==> src/design/alfl_pkg.sv <==
// ----------------------------------------------------------------------------
// alfl_pkg: shared types and constants for the positional list
// Command and status codes, the per-cell operation code, the control bundle
// that the sequencer broadcasts along the row of cells, and sequencer states.
// ----------------------------------------------------------------------------
package alfl_pkg;

    localparam int CAPACITY_DEF   = 64;
    localparam int DATA_WIDTH_DEF = 32;
    localparam int IDX_WIDTH_DEF  = $clog2(CAPACITY_DEF + 1);
    localparam int CMD_WIDTH      = 4;
    localparam int STATUS_WIDTH   = 2;

    typedef enum logic [CMD_WIDTH-1:0] {
        CMD_INSERT     = 4'd0,
        CMD_PUSH_BACK  = 4'd1,
        CMD_PUSH_FRONT = 4'd2,
        CMD_POP_FRONT  = 4'd3,
        CMD_POP_BACK   = 4'd4,
        CMD_REMOVE     = 4'd5,
        CMD_REPLACE    = 4'd6,
        CMD_READ       = 4'd7,
        CMD_CLEAR      = 4'd8
    } cmd_t;

    typedef enum logic [STATUS_WIDTH-1:0] {
        STS_OK    = 2'd0,
        STS_RANGE = 2'd1,
        STS_EMPTY = 2'd2,
        STS_FULL  = 2'd3
    } status_t;

    // What every cell does in the cycle the command is applied.
    typedef enum logic [2:0] {
        OP_HOLD,
        OP_INSERT,
        OP_REMOVE,
        OP_WRITE,
        OP_CLEAR
    } cell_op_t;

    typedef struct packed {
        cell_op_t op;
        logic     capture;
        logic     shift;
    } cell_ctl_t;

    typedef enum logic [1:0] {
        S_IDLE,
        S_APPLY,
        S_WALK,
        S_DONE
    } ctrl_state_t;

endpackage

==> src/design/alfl_cell.sv <==
// ----------------------------------------------------------------------------
// alfl_cell: one list position
// Holds the element at a fixed position and one stage of the readout chain.
// ----------------------------------------------------------------------------
module alfl_cell #(
    parameter int INDEX      = 0,
    parameter int IDX_W      = alfl_pkg::IDX_WIDTH_DEF,
    parameter int DATA_WIDTH = alfl_pkg::DATA_WIDTH_DEF
) (
    input  logic                          clk,
    input  alfl_pkg::cell_ctl_t           ctl,
    input  logic [IDX_W-1:0]              tgt,
    input  logic signed [DATA_WIDTH-1:0]  wr_value,
    input  logic signed [DATA_WIDTH-1:0]  left_value,
    input  logic signed [DATA_WIDTH-1:0]  right_value,
    input  logic signed [DATA_WIDTH-1:0]  right_rd,
    output logic signed [DATA_WIDTH-1:0]  value,
    output logic signed [DATA_WIDTH-1:0]  rd
);
    import alfl_pkg::*;

    localparam logic [IDX_W-1:0] MY_IDX = IDX_W'(INDEX);

    logic signed [DATA_WIDTH-1:0] val_reg, val_next;
    logic signed [DATA_WIDTH-1:0] rd_reg, rd_next;
    logic                         hit;
    logic                         above;

    assign hit   = (tgt == MY_IDX);
    assign above = (MY_IDX > tgt);

    always_comb
    begin
        val_next = val_reg;
        case (ctl.op)
            OP_INSERT:
            begin
                if (hit)
                    val_next = wr_value;
                else if (above)
                    val_next = left_value;
            end
            OP_REMOVE:
            begin
                if (hit || above)
                    val_next = right_value;
            end
            OP_WRITE:
            begin
                if (hit)
                    val_next = wr_value;
            end
            default:
            begin
                val_next = val_reg;
            end
        endcase
    end

    // The addressed cell drops its old element into the readout chain, which
    // then moves one cell toward the head per cycle.
    always_comb
    begin
        if (ctl.capture)
            rd_next = hit ? val_reg : '0;
        else if (ctl.shift)
            rd_next = right_rd;
        else
            rd_next = rd_reg;
    end

    always_ff @(posedge clk)
    begin
        val_reg <= val_next;
        rd_reg  <= rd_next;
    end

    assign value = val_reg;
    assign rd    = rd_reg;

endmodule

==> config.mk <==
export PLATFORM = sky130hd
export DESIGN_NAME = alfl_cell
export DESIGN_NICKNAME = d
export VERILOG_FILES = /design/src/design/alfl_pkg.sv /design/src/design/alfl_cell.sv
export SDC_FILE = /design/constraint.sdc
export NUM_CORES = 1
export LEC_CHECK = 0
export ABC_AREA = 1
export BUFFER_PORTS_ARGS = -buffer_cell sky130_fd_sc_hd__clkbuf_2
export CAP_MARGIN = 20
export CORE_AREA = 2 2 94 96
export DETAILED_ROUTE_END_ITERATION = 6
export DIE_AREA = 0 0 96 98
export GPL_TIMING_DRIVEN = 0
export MAX_ROUTING_LAYER = met4
export PLACE_DENSITY = 0.95
export SYNTH_ARGS = -nofsm -noshare
export SYNTH_HDL_FRONTEND = slang
export SYNTH_SLANG_ARGS = --single-unit
==> constraint.sdc <==
create_clock -name clk -period 8.02 [get_ports clk]
set_input_delay 2.005 -clock clk [delete_from_list [all_inputs] [get_ports clk]]
set_output_delay 2.005 -clock clk [all_outputs]
set_load 0.05 [all_outputs]
**After elaboration in Yosys (flattened, before gate mapping)**

Cells that the tools add are included.

- Bits in registers: 64
- Output and inout port bits: 64

- $lt $le $gt $ge: 1
- Equal/unequal tests: 6
- Multiplexer cells: 8
- Reduce and logical (&&, ||, !) cells: 5

Operator list:

| operator | count |
|---|---|
| $mux 32 | 7 |
| $pmux 32 s3 | 1 |
| $gt 1x7->1 const A | 1 |
| $logic_not 7->1 | 1 |
| $eq 3x2->1 const B | 2 |
| $ne 2x2->1 const B | 2 |
| $reduce_and 4->1 | 1 |
| $eq 3x1->1 const B | 1 |
| $ne 3x3->1 const B | 1 |
| $reduce_bool 3->1 | 1 |
| $reduce_bool 2->1 | 1 |
| $logic_or 1x1->1 | 1 |

**Logic depth before layout (Yosys ltp)**

- Depth after elaboration: 4
- Mapped depth: 7
- Depth with buffers taken out: 6

**Worst setup path before layout**

Ideal clock, no wire load.

- Kind: input -> register
- Start point: in tgt[5]
- End point: reg val_reg[0] (netlist: value[0]) (enable)
- Library setup time: 0.421 ns
- Arrival time: 3.892 ns
- Path slack: 3.707 ns
- Stages: 6
- Cell sequence: nor2_1 nand2_2 inv_4 nand2_4 buf_6 nor2_1

- Word-level cells in the longest chain between the ends: 4
- Elaborated cells on any way between the ends: 7

RTL lines:

| element | RTL line | source |
|---|---|---|
| start: declaration | alfl_cell.sv:12 | `input logic [IDX_W-1:0] tgt,` |
| $gt 1x7->1 or $logic_not 7->1 (tied branches) | alfl_cell.sv:30, alfl_cell.sv:29 |  |
| $logic_or 1x1->1 | alfl_cell.sv:45 | `if (hit \|\| above)` |
| $ne 2x2->1 (no line) | -- |  |
| $reduce_and 4->1 (no line) (*) | -- |  |
| end signal: assignment | alfl_cell.sv:74 | `val_reg <= val_next;` |
| end: declaration | alfl_cell.sv:24 | `logic signed [DATA_WIDTH-1:0] val_reg, val_next;` |

Every way passes the cells marked *; elsewhere a longest branch is shown, timed or not.
A chain may end at the register's enable or synchronous reset.

**Final worst setup path**

- Start point: in tgt[5]
- End point: reg val_reg[18] (netlist: value[18]) (enable)

The elaborated chain is that of the path after synthesis.

==> parameters.txt <==
Parameter                              Value

Outcome
  Status ... finished clean

Drt
  First DRT Iteration DRCs ... 204
  Total Wirelength ... 11,000 um
  Routed via count divided by cell count ... 4.79
  Count of vias placed by the detailed router ... approximately 4,000
  Router iterations before antenna repair ... 4
  Number of remaining DRC errors ... 0
  Mean routed wirelength per cell ... about 13 um
  Number of routed nets with antenna violations ... 0

STA
  Slew at the pin closest to its max-slew limit ... 801 ps
  Tightest hold margin ... ~620 ps
  Setup tns final ... 0 ps
  Worst-case clock skew ... 7.77 ps
  Fraction of the cycle the final worst path needs ... roughly 44%
  Number of failing setup endpoints in the final timing report ... 0
  Final hold violations ... 0
  Slew HR ... 46.6%
  Minimum clock period ... 3560 ps
  RSZ-0062 raised after global routing ... no
  Maximum clock frequency ... 281 MHz
  Final Max Tran Viols ... 0

Critical path
  Classification of the worst setup path ... input pin to flip-flop
  CP max FO ... 17
  Crit Reg-Reg Startpoint ... value[11]$_DFFE_PP_
  Nature of the critical path endpoint ... flip-flop
  Critical Path Start ... tgt[5]
  Setup slack of the most critical reg-to-reg path ... 7170 ps
  Critical path capture point ... value[18]$_DFFE_PP_
  CP startpoint kind ... input pin
  Arrival time at the worst endpoint ... roughly 3600 ps
  Required time reported for the critical path endpoint ... 8050 ps
  Cell count of the worst reg-to-reg path ... 2
  Critical register-to-register path endpoint ... rd[11]$_DFFE_PP_

Final layout
  Fraction of layout instances using a drive strength above 1 ... 42.6%
  Most common library cell in the layout ignoring fill and taps ... sky130_fd_sc_hd__clkbuf_2
  Multi-input gate area ... 1560 um2
  Growth of design area from synthesis to finish ... 32.3%
  Diodes inserted ... 0
  FILL cells ... about 740
  Post-route standard cell area excluding fillers ... 5430 um2
  Area of all sequential standard cells ... 1920 um2
  Total number of nets in the final design ... 856
  Most frequent cells in the layout ... sky130_fd_sc_hd__clkbuf_2, sky130_fd_sc_hd__inv_1, sky130_fd_sc_hd__nand2_1

GRT
  Largest net degree at the start of global routing ... 33
  Global-route wire length before repair ... 17,000 um
  Initial antenna violation count ... 0
  Number of global-route vias before repair ... 3,658
  Total grt overflow ... 0
  Total global routing track utilization ... about a quarter

Place
  Placed inst area ... 5270 um2
  DP HPWL ... 9210 um
  Global placer's final weighted congestion ... 0.945
  Port-buffer cells ... roughly 200

Floorplanning
  Std cell rows ... 34
  Horiz. Die Dim ... 96 um
  Placeable core region ... 8470 um2
  Vertical extent of the die ... 98 um
  Area of the die ... 9410 um2
  Initial Utilization ... 48.4%
  Number of I/O pins ... 205

Yosys
  Post-synth top area share ... 46.9%
  Share of the yosys chip area belonging to registers ... 46.9%
  Post-Synthesis Cell Area ... 4100 um2
  Register bit count reported by yosys ... 64
  Synthesized area divided by synthesized cell count ... 8.20 um2
  Leading cell types by total area after synthesis ... sky130_fd_sc_hd__edfxtp_1, sky130_fd_sc_hd__inv_1, sky130_fd_sc_hd__nand2_1
  Net count after synthesis ... 641
  Syn. warnings ... 0
  Post-synthesis cell type with the largest combined area ... sky130_fd_sc_hd__edfxtp_1
  Library cells used by synthesis ... 23
  Synthesized instance count ... 500

Clocking
  Number of hold-repair buffers added at the cts stage ... 0
  Maximum clock insertion buffer count ... 2
  H-tree levels ... 3
  Number of clock buffers inserted by TritonCTS ... 9
  Reg clk slew, reported paths ... about 70 ps
  Buffer type at the clock tree root ... sky130_fd_sc_hd__clkbuf_8
  Insertion delay of the later-clocked pin in the worst-skew pair ... 330 ps
  Total of cells resized after clock tree synthesis ... 0
  Clock tree from TritonCTS ... built
  Buffers inserted by post-CTS timing repair ... 0
  Clock Sink Count ... 64

Min path
  Count of cells along the worst hold path ... 2
  HP Class ... flip-flop to flip-flop

Power
  Power per Cell Area ... 145 nW/um2
  Static leakage ... about 2.9 nW
  Peak supply drop ... 62.9 uV

Run
  Number of max-capacitance violations reported ... 0
## how the worst min path moves through the flow
| stage | startpoint | end | slack, ps |
|---|---|---|---|
| 2_1_floorplan | value[31]$_DFFE_PP_ | rd[31]$_DFFE_PP_ | 930 |
| 3_3_place_gp | value[26]$_DFFE_PP_ | rd[26]$_DFFE_PP_ | 610 |
| 3_5_place_dp | value[26]$_DFFE_PP_ | rd[26]$_DFFE_PP_ | 610 |
| 4_1_cts | value[4]$_DFFE_PP_ | rd[4]$_DFFE_PP_ | 630 |
| 5_1_grt | value[4]$_DFFE_PP_ | rd[4]$_DFFE_PP_ | 660 |
| 6_report | value[4]$_DFFE_PP_ | rd[4]$_DFFE_PP_ | 620 |
## metal layers
layer  part of all wire [%]  wire length, um  up-vias  track usage (%)
met5                      0                0        -                -
met4                    2.9              320        0             10.8
met3                    6.4              708       25             2.93
met2                     50             5540      187             40.2
met1                     40             4450     1718             29.5
li1                       -                -     2033                -
## worst max-delay path, cell delays in order
cell and delay (ps):
sky130_fd_sc_hd__clkbuf_2 80, sky130_fd_sc_hd__nor2_1 120, sky130_fd_sc_hd__nand2_2 140, sky130_fd_sc_hd__inv_4 120
sky130_fd_sc_hd__nand2_4 90, sky130_fd_sc_hd__buf_6 170, sky130_fd_sc_hd__nor2_2 620, sky130_fd_sc_hd__buf_8 250
## kinds of logic after synthesis
| family | synth area share (%) |
|---|---|
| simple gates | 21.9 |
| buf+inv | 15.3 |
| compound gates | 16.0 |
| flops | 46.9 |
## area by class of cell
type | instances | share of cell area (%)
Buffer | 31 | 4.36
Clock buffer | 12 | 2.49
Clock inverter | 4 | 0.392
Inverter | 103 | 7.17
Multi-Input combinational cell | 302 | 28.7
Sequential cell | 64 | 35.4
Tap cell | 108 | 2.49
Timing Repair Buffer | 204 | 19.0
## synth_stat cells, drive strengths merged
master / number
buf: 30
clkbuf: 1
nor2: 38
nand3: 65
edfxtp: 64
inv: 103
nand2: 101
a21oi: 32
or2: 1
o21ai: 65
## per-stage QoR
| step | power (mW) | worst slack (ps) | cells | util, % |
|---|---|---|---|---|
| floorplan | 0.507 | 3710 | 500 | - |
| global placement | 0.570 | 3140 | 811 | 62.0 |
| detailed placement | 0.573 | 4090 | 812 | 62.3 |
| CTS | 0.791 | 4430 | 828 | 64.1 |
| global route | 0.823 | 4300 | 828 | 64.1 |
| finish | 0.788 | 4460 | 828 | 64.1 |
## report_power, final
part           leakage [nW]  internal (mW)  total [mW]  switching, mW
combinational          2.18         0.0614       0.179          0.118
clock                0.0778          0.110       0.221          0.111
sequential            0.627          0.384       0.388        0.00344
No activity file was read; power rests on OpenSTA's default activity.
