**config.mk**
```make
export PLATFORM = sky130hd
export DESIGN_NAME = alfl_ctrl_flat
export DESIGN_NICKNAME = d
export VERILOG_FILES = /design/src/design/alfl_pkg.sv /design/src/design/alfl_req_if.sv /design/src/design/alfl_rsp_if.sv /design/src/design/alfl_ctrl.sv /design/src/flat_wrapper.sv
export SDC_FILE = /design/constraint.sdc
export NUM_CORES = 1
export LEC_CHECK = 0
export BUFFER_PORTS_ARGS = -buffer_cell sky130_fd_sc_hd__buf_2
export CAP_MARGIN = 30
export CORE_MARGIN = 2
export CORE_UTILIZATION = 45
export DETAILED_ROUTE_END_ITERATION = 8
export PLACE_DENSITY = 0.76
export SLEW_MARGIN = 10
export SYNTH_ARGS = -nofsm -noshare
export SYNTH_HDL_FRONTEND = slang
export SYNTH_SLANG_ARGS = --single-unit
```
**constraint.sdc**
```tcl
create_clock -name clk -period 3 [get_ports clk]
set_input_delay 0.15 -clock clk [delete_from_list [all_inputs] [get_ports clk]]
set_output_delay 0.15 -clock clk [all_outputs]
set_load 0.02 [all_outputs]
```
**src/design/alfl_pkg.sv**
```systemverilog
// ----------------------------------------------------------------------------
// alfl_pkg: shared types and constants for the positional list
// Command and status codes, the per-cell operation code, the control bundle
// that the sequencer broadcasts along the row of cells, and sequencer states.
// ----------------------------------------------------------------------------
package alfl_pkg;

    localparam int CAPACITY_DEF   = 64;
    localparam int DATA_WIDTH_DEF = 32;
    localparam int IDX_WIDTH_DEF  = $clog2(CAPACITY_DEF + 1);
    localparam int CMD_WIDTH      = 4;
    localparam int STATUS_WIDTH   = 2;

    typedef enum logic [CMD_WIDTH-1:0] {
        CMD_INSERT     = 4'd0,
        CMD_PUSH_BACK  = 4'd1,
        CMD_PUSH_FRONT = 4'd2,
        CMD_POP_FRONT  = 4'd3,
        CMD_POP_BACK   = 4'd4,
        CMD_REMOVE     = 4'd5,
        CMD_REPLACE    = 4'd6,
        CMD_READ       = 4'd7,
        CMD_CLEAR      = 4'd8
    } cmd_t;

    typedef enum logic [STATUS_WIDTH-1:0] {
        STS_OK    = 2'd0,
        STS_RANGE = 2'd1,
        STS_EMPTY = 2'd2,
        STS_FULL  = 2'd3
    } status_t;

    // What every cell does in the cycle the command is applied.
    typedef enum logic [2:0] {
        OP_HOLD,
        OP_INSERT,
        OP_REMOVE,
        OP_WRITE,
        OP_CLEAR
    } cell_op_t;

    typedef struct packed {
        cell_op_t op;
        logic     capture;
        logic     shift;
    } cell_ctl_t;

    typedef enum logic [1:0] {
        S_IDLE,
        S_APPLY,
        S_WALK,
        S_DONE
    } ctrl_state_t;

endpackage

```
**src/design/alfl_req_if.sv**
```systemverilog
// ----------------------------------------------------------------------------
// alfl_req_if: command channel of the positional list
// Valid/ready channel carrying one command, its position and its element.
// ----------------------------------------------------------------------------
interface alfl_req_if #(
    parameter int DATA_WIDTH = alfl_pkg::DATA_WIDTH_DEF,
    parameter int POS_WIDTH  = alfl_pkg::IDX_WIDTH_DEF
);
    import alfl_pkg::*;

    logic                          valid;
    logic                          ready;
    logic [CMD_WIDTH-1:0]          cmd;
    logic [POS_WIDTH-1:0]          position;
    logic signed [DATA_WIDTH-1:0]  value_in;

    modport source (output valid, output cmd, output position, output value_in,
                    input ready);
    modport sink   (input valid, input cmd, input position, input value_in,
                    output ready);
endinterface

```
**src/design/alfl_rsp_if.sv**
```systemverilog
// ----------------------------------------------------------------------------
// alfl_rsp_if: response channel of the positional list
// Valid/ready channel carrying the element, the status and the new count.
// ----------------------------------------------------------------------------
interface alfl_rsp_if #(
    parameter int DATA_WIDTH  = alfl_pkg::DATA_WIDTH_DEF,
    parameter int COUNT_WIDTH = alfl_pkg::IDX_WIDTH_DEF
);
    import alfl_pkg::*;

    logic                          valid;
    logic                          ready;
    logic signed [DATA_WIDTH-1:0]  value_out;
    logic [STATUS_WIDTH-1:0]       status;
    logic [COUNT_WIDTH-1:0]        count;

    modport source (output valid, output value_out, output status, output count,
                    input ready);
    modport sink   (input valid, input value_out, input status, input count,
                    output ready);
endinterface

```
**src/design/alfl_ctrl.sv**
```systemverilog
// ----------------------------------------------------------------------------
// alfl_ctrl: command sequencer of the positional list
// Checks each command against the count, drives the row of cells, times the
// readout walk and holds the response register.
// ----------------------------------------------------------------------------
module alfl_ctrl #(
    parameter int CAPACITY   = alfl_pkg::CAPACITY_DEF,
    parameter int DATA_WIDTH = alfl_pkg::DATA_WIDTH_DEF,
    parameter int IDX_W      = $clog2(CAPACITY + 1)
) (
    input  logic                          clk,
    input  logic                          rst_n,
    alfl_req_if.sink                      req,
    alfl_rsp_if.source                    rsp,
    input  logic signed [DATA_WIDTH-1:0]  rd_head,
    output alfl_pkg::cell_ctl_t           ctl,
    output logic [IDX_W-1:0]              tgt,
    output logic signed [DATA_WIDTH-1:0]  wr_value
);
    import alfl_pkg::*;

    localparam logic [IDX_W-1:0] CAP_IDX = IDX_W'(CAPACITY);

    ctrl_state_t                  state_reg, state_next;
    logic [IDX_W-1:0]             count_reg, count_next;
    logic [IDX_W-1:0]             walk_reg, walk_next;
    logic                         rsp_valid_reg, rsp_valid_next;

    cell_op_t                     op_reg;
    status_t                      status_reg;
    logic [IDX_W-1:0]             tgt_reg;
    logic signed [DATA_WIDTH-1:0] value_reg;
    logic                         read_reg;

    logic signed [DATA_WIDTH-1:0] rsp_value_reg;
    logic [STATUS_WIDTH-1:0]      rsp_status_reg;
    logic [IDX_W-1:0]             rsp_count_reg;

    cell_op_t                     dec_op;
    status_t                      dec_status;
    logic [IDX_W-1:0]             dec_tgt;
    logic                         dec_read;
    logic                         full;
    logic                         empty;
    logic                         accept;
    logic                         load_rsp;

    assign full   = (count_reg == CAP_IDX);
    assign empty  = (count_reg == '0);
    assign accept = req.valid && req.ready;

    // Command decode against the current count.
    always_comb
    begin
        dec_op     = OP_HOLD;
        dec_status = STS_OK;
        dec_tgt    = '0;
        dec_read   = 1'b0;
        case (cmd_t'(req.cmd))
            CMD_INSERT:
            begin
                if (req.position > count_reg)
                    dec_status = STS_RANGE;
                else if (full)
                    dec_status = STS_FULL;
                else
                begin
                    dec_op  = OP_INSERT;
                    dec_tgt = req.position;
                end
            end
            CMD_PUSH_BACK:
            begin
                if (full)
                    dec_status = STS_FULL;
                else
                begin
                    dec_op  = OP_INSERT;
                    dec_tgt = count_reg;
                end
            end
            CMD_PUSH_FRONT:
            begin
                if (full)
                    dec_status = STS_FULL;
                else
                    dec_op = OP_INSERT;
            end
            CMD_POP_FRONT:
            begin
                if (empty)
                    dec_status = STS_EMPTY;
                else
                begin
                    dec_op   = OP_REMOVE;
                    dec_read = 1'b1;
                end
            end
            CMD_POP_BACK:
            begin
                if (empty)
                    dec_status = STS_EMPTY;
                else
                begin
                    dec_op   = OP_REMOVE;
                    dec_tgt  = count_reg - 1'b1;
                    dec_read = 1'b1;
                end
            end
            CMD_REMOVE:
            begin
                if (req.position >= count_reg)
                    dec_status = STS_RANGE;
                else
                begin
                    dec_op   = OP_REMOVE;
                    dec_tgt  = req.position;
                    dec_read = 1'b1;
                end
            end
            CMD_REPLACE:
            begin
                if (req.position >= count_reg)
                    dec_status = STS_RANGE;
                else
                begin
                    dec_op   = OP_WRITE;
                    dec_tgt  = req.position;
                    dec_read = 1'b1;
                end
            end
            CMD_READ:
            begin
                if (req.position >= count_reg)
                    dec_status = STS_RANGE;
                else
                begin
                    dec_tgt  = req.position;
                    dec_read = 1'b1;
                end
            end
            CMD_CLEAR:
            begin
                dec_op = OP_CLEAR;
            end
            default:
            begin
                dec_op = OP_HOLD;
            end
        endcase
    end

    always_comb
    begin
        state_next  = state_reg;
        count_next  = count_reg;
        walk_next   = walk_reg;
        ctl         = '{op: OP_HOLD, capture: 1'b0, shift: 1'b0};
        req.ready   = 1'b0;
        load_rsp    = 1'b0;
        case (state_reg)
            S_IDLE:
            begin
                req.ready = 1'b1;
                if (req.valid)
                    state_next = S_APPLY;
            end
            S_APPLY:
            begin
                ctl.op      = op_reg;
                ctl.capture = 1'b1;
                walk_next   = tgt_reg;
                case (op_reg)
                    OP_INSERT: count_next = count_reg + 1'b1;
                    OP_REMOVE: count_next = count_reg - 1'b1;
                    OP_CLEAR:  count_next = '0;
                    default:   count_next = count_reg;
                endcase
                if (read_reg && (tgt_reg != '0))
                    state_next = S_WALK;
                else
                    state_next = S_DONE;
            end
            S_WALK:
            begin
                ctl.shift = 1'b1;
                walk_next = walk_reg - 1'b1;
                if (walk_reg == IDX_W'(1))
                    state_next = S_DONE;
            end
            S_DONE:
            begin
                if (!rsp_valid_reg || rsp.ready)
                begin
                    load_rsp   = 1'b1;
                    state_next = S_IDLE;
                end
            end
            default:
            begin
                state_next = S_IDLE;
            end
        endcase
    end

    always_comb
    begin
        if (load_rsp)
            rsp_valid_next = 1'b1;
        else if (rsp.ready)
            rsp_valid_next = 1'b0;
        else
            rsp_valid_next = rsp_valid_reg;
    end

    always_ff @(posedge clk or negedge rst_n)
    begin
        if (!rst_n)
        begin
            state_reg     <= S_IDLE;
            count_reg     <= '0;
            walk_reg      <= '0;
            rsp_valid_reg <= 1'b0;
        end
        else
        begin
            state_reg     <= state_next;
            count_reg     <= count_next;
            walk_reg      <= walk_next;
            rsp_valid_reg <= rsp_valid_next;
        end
    end

    always_ff @(posedge clk)
    begin
        if (accept)
        begin
            op_reg     <= dec_op;
            status_reg <= dec_status;
            tgt_reg    <= dec_tgt;
            value_reg  <= req.value_in;
            read_reg   <= dec_read;
        end
        if (load_rsp)
        begin
            rsp_value_reg  <= read_reg ? rd_head : '0;
            rsp_status_reg <= status_reg;
            rsp_count_reg  <= count_reg;
        end
    end

    assign tgt           = tgt_reg;
    assign wr_value      = value_reg;
    assign rsp.valid     = rsp_valid_reg;
    assign rsp.value_out = rsp_value_reg;
    assign rsp.status    = rsp_status_reg;
    assign rsp.count     = rsp_count_reg;

endmodule

```
**src/flat_wrapper.sv**
```systemverilog
// flat-port wrapper written by rule: the top's interface ports become plain ports
module alfl_ctrl_flat import alfl_pkg::*;
#(
    parameter int CAPACITY   = alfl_pkg::CAPACITY_DEF,
    parameter int DATA_WIDTH = alfl_pkg::DATA_WIDTH_DEF,
    parameter int IDX_W      = $clog2(CAPACITY + 1)
)
  (clk, rst_n, rd_head, ctl, tgt, wr_value, req_valid, req_cmd, req_position, req_value_in, req_ready, rsp_valid, rsp_value_out, rsp_status, rsp_count, rsp_ready);
  alfl_req_if #(.DATA_WIDTH(DATA_WIDTH)) req_i ();
  alfl_rsp_if #(.DATA_WIDTH(DATA_WIDTH)) rsp_i ();
  input  logic clk;
  input  logic rst_n;
  input  logic signed [DATA_WIDTH-1:0] rd_head;
  output alfl_pkg::cell_ctl_t ctl;
  output logic [IDX_W-1:0] tgt;
  output logic signed [DATA_WIDTH-1:0] wr_value;
  input wire logic [$bits(req_i.valid)-1:0] req_valid;
  input wire logic [$bits(req_i.cmd)-1:0] req_cmd;
  input wire logic [$bits(req_i.position)-1:0] req_position;
  input wire logic [$bits(req_i.value_in)-1:0] req_value_in;
  output wire logic [$bits(req_i.ready)-1:0] req_ready;
  output wire logic [$bits(rsp_i.valid)-1:0] rsp_valid;
  output wire logic [$bits(rsp_i.value_out)-1:0] rsp_value_out;
  output wire logic [$bits(rsp_i.status)-1:0] rsp_status;
  output wire logic [$bits(rsp_i.count)-1:0] rsp_count;
  input wire logic [$bits(rsp_i.ready)-1:0] rsp_ready;
  assign req_i.valid = req_valid;
  assign req_i.cmd = req_cmd;
  assign req_i.position = req_position;
  assign req_i.value_in = req_value_in;
  assign req_ready = req_i.ready;
  assign rsp_valid = rsp_i.valid;
  assign rsp_value_out = rsp_i.value_out;
  assign rsp_status = rsp_i.status;
  assign rsp_count = rsp_i.count;
  assign rsp_i.ready = rsp_ready;
  alfl_ctrl #(.CAPACITY(CAPACITY), .DATA_WIDTH(DATA_WIDTH), .IDX_W(IDX_W)) u_core (.clk(clk), .rst_n(rst_n), .req(req_i), .rsp(rsp_i), .rd_head(rd_head), .ctl(ctl), .tgt(tgt), .wr_value(wr_value));
endmodule
```
# Yosys cells after proc, flatten, opt, wreduce, memory -nomap -nowiden
# Cells that the tools add are included.
dict set report totals {
  out_inout_bits 87
  regBits 103
  ram_bits 0
  n_memories 0
  latch_bits 0
  in_bits 79
  rom_bits 0
  wordCells 86
}
dict set report classes {
  n_lt_le_gt_ge 2
  bitwise 0
  n_reduce_logical 16
  n_eq_ne 19
  muxes 34
  multipliers 0
  shifts 0
  addsub 3
  div_mod_pow 0
}
# cell count
set ops {}
lappend ops {{$mux W7} 5}
lappend ops {{$pmux W7 S4} 1}
lappend ops {{$pmux W7 S3} 1}
lappend ops {{$mux W2} 9}
lappend ops {{$pmux W3 S6} 1}
lappend ops {{$eq A4 B3 Y1 const B} 4}
lappend ops {{$pmux W2 S4} 2}
lappend ops {{$pmux W7 S2} 1}
lappend ops {{$sub A7 B1 Y7 const B} 2}
lappend ops {{$mux W1} 11}
lappend ops {{$eq A4 B2 Y1 const B} 2}
lappend ops {{$add A7 B1 Y7 const B} 1}
lappend ops {{$eq A7 B1 Y1 const B} 1}
lappend ops {{$eq A7 B7 Y1 const B} 1}
lappend ops {{$ge A7 B7 Y1} 1}
lappend ops {{$gt A7 B7 Y1} 1}
lappend ops {{$logic_not A7 Y1} 1}
lappend ops {{$reduce_bool A7 Y1} 1}
lappend ops {{$eq A2 B2 Y1 const B} 2}
lappend ops {{$eq A4 B1 Y1 const B} 1}
lappend ops {{$eq A4 B4 Y1 const B} 1}
lappend ops {{$logic_not A4 Y1} 1}
lappend ops {{$mux W4} 1}
lappend ops {{$ne A2 B1 Y1 const B} 2}
lappend ops {{other kinds (17)} 20}

# Logic depth before layout (Yosys ltp)
dict set report logic_depth {
  word_depth 5
  depth_mapped 8
  mapped_depth_nobuf 7
}

# Worst setup path before layout
# OpenSTA, ideal clock, no wires.
dict set report synth_path {
  path_type {reg-to-reg}
  from {reg u_core.rsp_valid_reg (netlist: u_core.rsp.valid)}
  to {reg u_core.rsp_count_reg[0] (netlist: u_core.rsp.count[0]) (enable)}
  period_less_slack_ps 2918
  arrival_ps 2474
  path_slack_ps 82
  stages_incl_launch_ff 3
  cell_sequence {dfrtp_1 -> nor2b_1 -> nor2b_1}
}
dict set report synth_via {
  elab_chain_cells 4
}
# item line_no
set synth_lines {}
lappend synth_lines {{start: declaration} alfl_ctrl.sv:27} ;# logic rsp_valid_reg, rsp_valid_next;
lappend synth_lines {{start signal: assignment} alfl_ctrl.sv:230} ;# rsp_valid_reg <= rsp_valid_next;
lappend synth_lines {{$logic_not A1 Y1} alfl_ctrl.sv:193} ;# if (!rsp_valid_reg || rsp.ready)
lappend synth_lines {{$logic_or A1 B1 Y1} alfl_ctrl.sv:193}
lappend synth_lines {{$mux W1} alfl_ctrl.sv:193}
lappend synth_lines {{$mux W1} alfl_ctrl.sv:161} ;# case (state_reg)
lappend synth_lines {{net u_core.load_rsp} alfl_ctrl.sv:46} ;# logic load_rsp;
lappend synth_lines {{end signal: assignment} alfl_ctrl.sv:248} ;# rsp_count_reg <= count_reg;
lappend synth_lines {{end: declaration} alfl_ctrl.sv:37} ;# logic [IDX_W-1:0] rsp_count_reg;
# The timed path passes the listed nets, and every way through them passes these cells.
# A chain may end at the register's enable or synchronous reset.

# Worst setup path after layout
dict set report layout_path {
  from {reg u_core.count_reg[0]}
  to {reg u_core.tgt_reg[3] (netlist: u_core.tgt[3]) (data pin)}
}
dict set report layout_via {
  elab_chain_cells 4
  elab_cells_between_ends 11
}
# item line_no
set layout_lines {}
lappend layout_lines {{start: declaration} alfl_ctrl.sv:25} ;# logic [IDX_W-1:0] count_reg, count_next;
lappend layout_lines {{start signal: assignment} alfl_ctrl.sv:228} ;# count_reg <= count_next;
lappend layout_lines {{branches (longest 3 deep; another with $sub A7 B1 Y7)} n/a}
lappend layout_lines {{$pmux W7 S4 (*)} alfl_ctrl.sv:59} ;# case (cmd_t'(req.cmd))
lappend layout_lines {{net u_core.dec_tgt[3]} alfl_ctrl.sv:41} ;# logic [IDX_W-1:0] dec_tgt;
lappend layout_lines {{end signal: assignment} alfl_ctrl.sv:240} ;# tgt_reg <= dec_tgt;
lappend layout_lines {{end: declaration} alfl_ctrl.sv:31} ;# logic [IDX_W-1:0] tgt_reg;
# Mark *: on every way through the listed nets, which the timed path passes.

==> Implementation_results.wiki <==
{| class="wikitable"
! Metric !! Value
|-
| Run status || completed
|-
| Vertical extent of the die || 106 um
|-
| Post-Syn Instances || 367
|-
| Post-synthesis sequential area ratio || 64.7%
|-
| Initial antenna violation count || 0
|-
| Vias || 3,719
|-
| # IOs || 166
|-
| Utilization after layout || 60.3%
|-
| Die W || 106 um
|-
| Power density over the cells || 846 nW/um^2
|-
| Detailed-placement wirelength estimate || 8.19 mm
|-
| Post-layout instance area || 6140 um^2
|-
| Placed Cells || 659
|-
| Setup repair after global routing missed its margin || false
|-
| Total iterations of the first detailed-routing run || 5
|-
| Achievable Freq || 380 MHz
|-
| Clock buffer count from CTS || 9
|-
| Worst skew pair latency || 380 ps
|-
| Post-route ant nets || 0
|-
| Combined global-route utilization of all metal layers || 20.9%
|-
| Placed Instance Area || 5620 um^2
|-
| Synth warnings || 0
|-
| Summed negative setup slack over all endpoints || 0 ps
|-
| Vias per cell || 5.25
|-
| Share of the synthesized area in the top cell type || 55.6%
|-
| Die Outline Area || 11,200 um^2
|-
| Initial Utilization || 45.6%
|-
| Cell leakage power || 2.55 nW
|-
| # Max-Cap Violations || 0
|-
| Vias in the first global route || 3,555
|-
| Number of library cell types mapped by synthesis || 51
|-
| Maximum resistive drop on vdd || 0.303 mV
|-
| Syn avg cell area || 12.7 um^2
|-
| Detailed-route wire length per cell || 16.3 um
|-
| Clock tree from TritonCTS || done
|-
| Area growth, synth to finish || 32.2%
|-
| Count of standard-cell rows || 37
|-
| Number of flops mapped to enable cells by yosys || 86
|-
| Count leader, synth || sky130_fd_sc_hd__edfxtp_1
|-
| Number of fillers in the final layout || 839
|-
| Non-filler cells in the finished layout || 708
|-
| Endpoints failing setup || 0
|-
| Minimum clock period || 2630 ps
|-
| Number of antenna diodes || 0
|-
| Number of endpoints with negative hold slack in the final report || 0
|-
| Fraction of final layout cells sized beyond drive strength 1 || 33.6%
|-
| Normalized max-slew margin || 46.7%
|-
| Total power after layout || 5.20 mW
|-
| GP Congestion || 0.877
|-
| Number of levels the H-tree was split into || 3
|-
| Final clock skew || 14.5 ps
|-
| Kind of start point of the critical path || flop
|-
| Global-route wire length before repair || 18.0 mm
|-
| Max FO, Critical Path || 8
|-
| Maximum number of pins on one net before global-route repair || 34
|-
| Fin. max-slew vios || 0
|-
| WS Path Type || flop to flop
|-
| Nets || 661
|-
| Post-synthesis async set-or-reset flop share || 16.5%
|-
| Core region area || 10,200 um^2
|-
| Most used DFF post-synth || sky130_fd_sc_hd__edfxtp_1
|-
| Share of the cycle needed by the critical path after routing || 87.7%
|-
| Worst min-delay path category || input port to flop
|-
| FF+latch count, synth || 103
|-
| GRT Residual Overflow || 0
|-
| Clock-pin slew on the worst setup and hold paths || 110 ps
|-
| Leading post-synthesis cells by instance count || 86 x sky130_fd_sc_hd__edfxtp_1, 40 x sky130_fd_sc_hd__and2_1, 22 x sky130_fd_sc_hd__inv_1
|-
| Arrival time reported for the critical path endpoint || 2730 ps
|-
| Nets in the synthesized netlist || 461
|-
| Kind of capture point of the worst setup path || flop
|-
| Worst endpoint required time || 3100 ps
|-
| Leading area contributor after synthesis || sky130_fd_sc_hd__edfxtp_1
|-
| Final WL || 11.5 mm
|-
| Sinks on the clock net || 103
|-
| Number of input and output port buffers inserted || 165
|-
| Pin slew with the least headroom to its limit || 799 ps
|-
| Cell at the root of the clock tree || sky130_fd_sc_hd__clkbuf_8
|-
| Dominant cells by area after synthesis || sky130_fd_sc_hd__edfxtp_1 56%, sky130_fd_sc_hd__dfrtp_1 9.2%, sky130_fd_sc_hd__and2_1 5.4%
|-
| Drt drc || 0
|-
| Netlist area before placement || 4650 um^2
|-
| First-iteration detailed-routing DRC count || 302
|-
| Maximum buffer depth of the clock tree || 2
|}
[where the power goes]
part,internal (mW),switching [mW]
registers,2.05,0.276
logic,0.723,1.31
clock network,0.320,0.514
[worst paths after layout]
kind / from / end / slack [ps] / cells after the start
max: u_core.count_reg[0]$_DFFE_PN0P_ / u_core.tgt[3]$_DFFE_PP_ / 370 / 7
min: rd_head[8] / u_core.rsp.value_out[8]$_SDFFCE_PN0P_ / 40 / 2
max reg2reg: u_core.count_reg[0]$_DFFE_PN0P_ / u_core.tgt[3]$_DFFE_PP_ / 370 / 7
min reg2reg: u_core.status_reg[0]$_DFFE_PP_ / u_core.rsp.status[0]$_DFFE_PP_ / 430 / 0
max in group asynchronous: rst_n / u_core.walk_reg[5]$_DFFE_PN0P_ / 2410 / 2
min in group asynchronous: rst_n / u_core.rsp.valid$_DFFE_PN0P_ / 260 / 2
[cells by family (layout without fill, tap and decap cells)]
family | after synthesis | count (layout) | synth area share, %
buf+inv | 33 | 238 | 2.72
mux | 1 | 1 | 0.215
compound gates | 83 | 83 | 12.3
fa+ha+maj | 15 | 15 | 4.04
xor+xnor | 2 | 2 | 0.377
flops | 103 | 103 | 64.7
simple gates | 130 | 130 | 15.6
[layer usage]
metal,GRT usage (%),part of all wire [%]
met5,0,0
met4,6.58,1.9
met2,36.1,51
met3,5.32,7.0
met1,25.7,40
[worst max-delay path, cell delays in order (launching register included)]
cell and delay, ps:
sky130_fd_sc_hd__dfrtp_1 500, sky130_fd_sc_hd__inv_1 140, sky130_fd_sc_hd__ha_1 240, sky130_fd_sc_hd__or4b_4 530, sky130_fd_sc_hd__nor3_4 250, sky130_fd_sc_hd__nor3_1 130
sky130_fd_sc_hd__a211oi_4 380, sky130_fd_sc_hd__o221ai_1 190
[placed cells by master, fill, tap and decap left out, drive strengths merged, types with 3 or more instances in the layout]
cell	Yosys	layout
buf	2	167
o21ai	21	21
clkinv	0	3
or2	4	4
nor2	19	19
nand2b	9	9
a22oi	4	4
nand3	8	8
nor2b	6	6
o221ai	7	7
inv	22	25
ha	15	15
nand3b	3	3
a32o	3	3
o21a	3	3
dfrtp	17	17
and3	3	3
o31ai	4	4
o22a	3	3
dlygate4sd3	0	33
a211oi	3	3
and2	40	40
nand2	21	21
edfxtp	86	86
a21oi	19	19
clkbuf	9	9
nor3	7	7
[stage by stage]
stage,setup WS [ps],hold slack (ps)
finish,370,43.7
global route,274,14.4
CTS,425,30.7
detailed placement,455,114
global placement,547,110
floorplan,81.6,-146
[repair_timing]
action | 4_1_cts | 5_1_grt
hold buffers | 33 | 0
hold endpoints to repair | 49 | 0
buffers inserted | 0 | 0
resized for setup | 0 | 0
endpoints found under the setup margin | 0 | 0
[cell type report]
class                      instances  area (um^2)  area share [%]
sequential                       103         3010            49.0
multi-input combinational        231         1520            24.8
timing repair buffer             200         1170            19.1
tap                              136          170            2.77
clock buffer                       9          124            2.02
inverter                          22         82.6            1.34
clock inverter                     7         65.1            1.06
No activity file was read; power rests on OpenSTA's default activity.
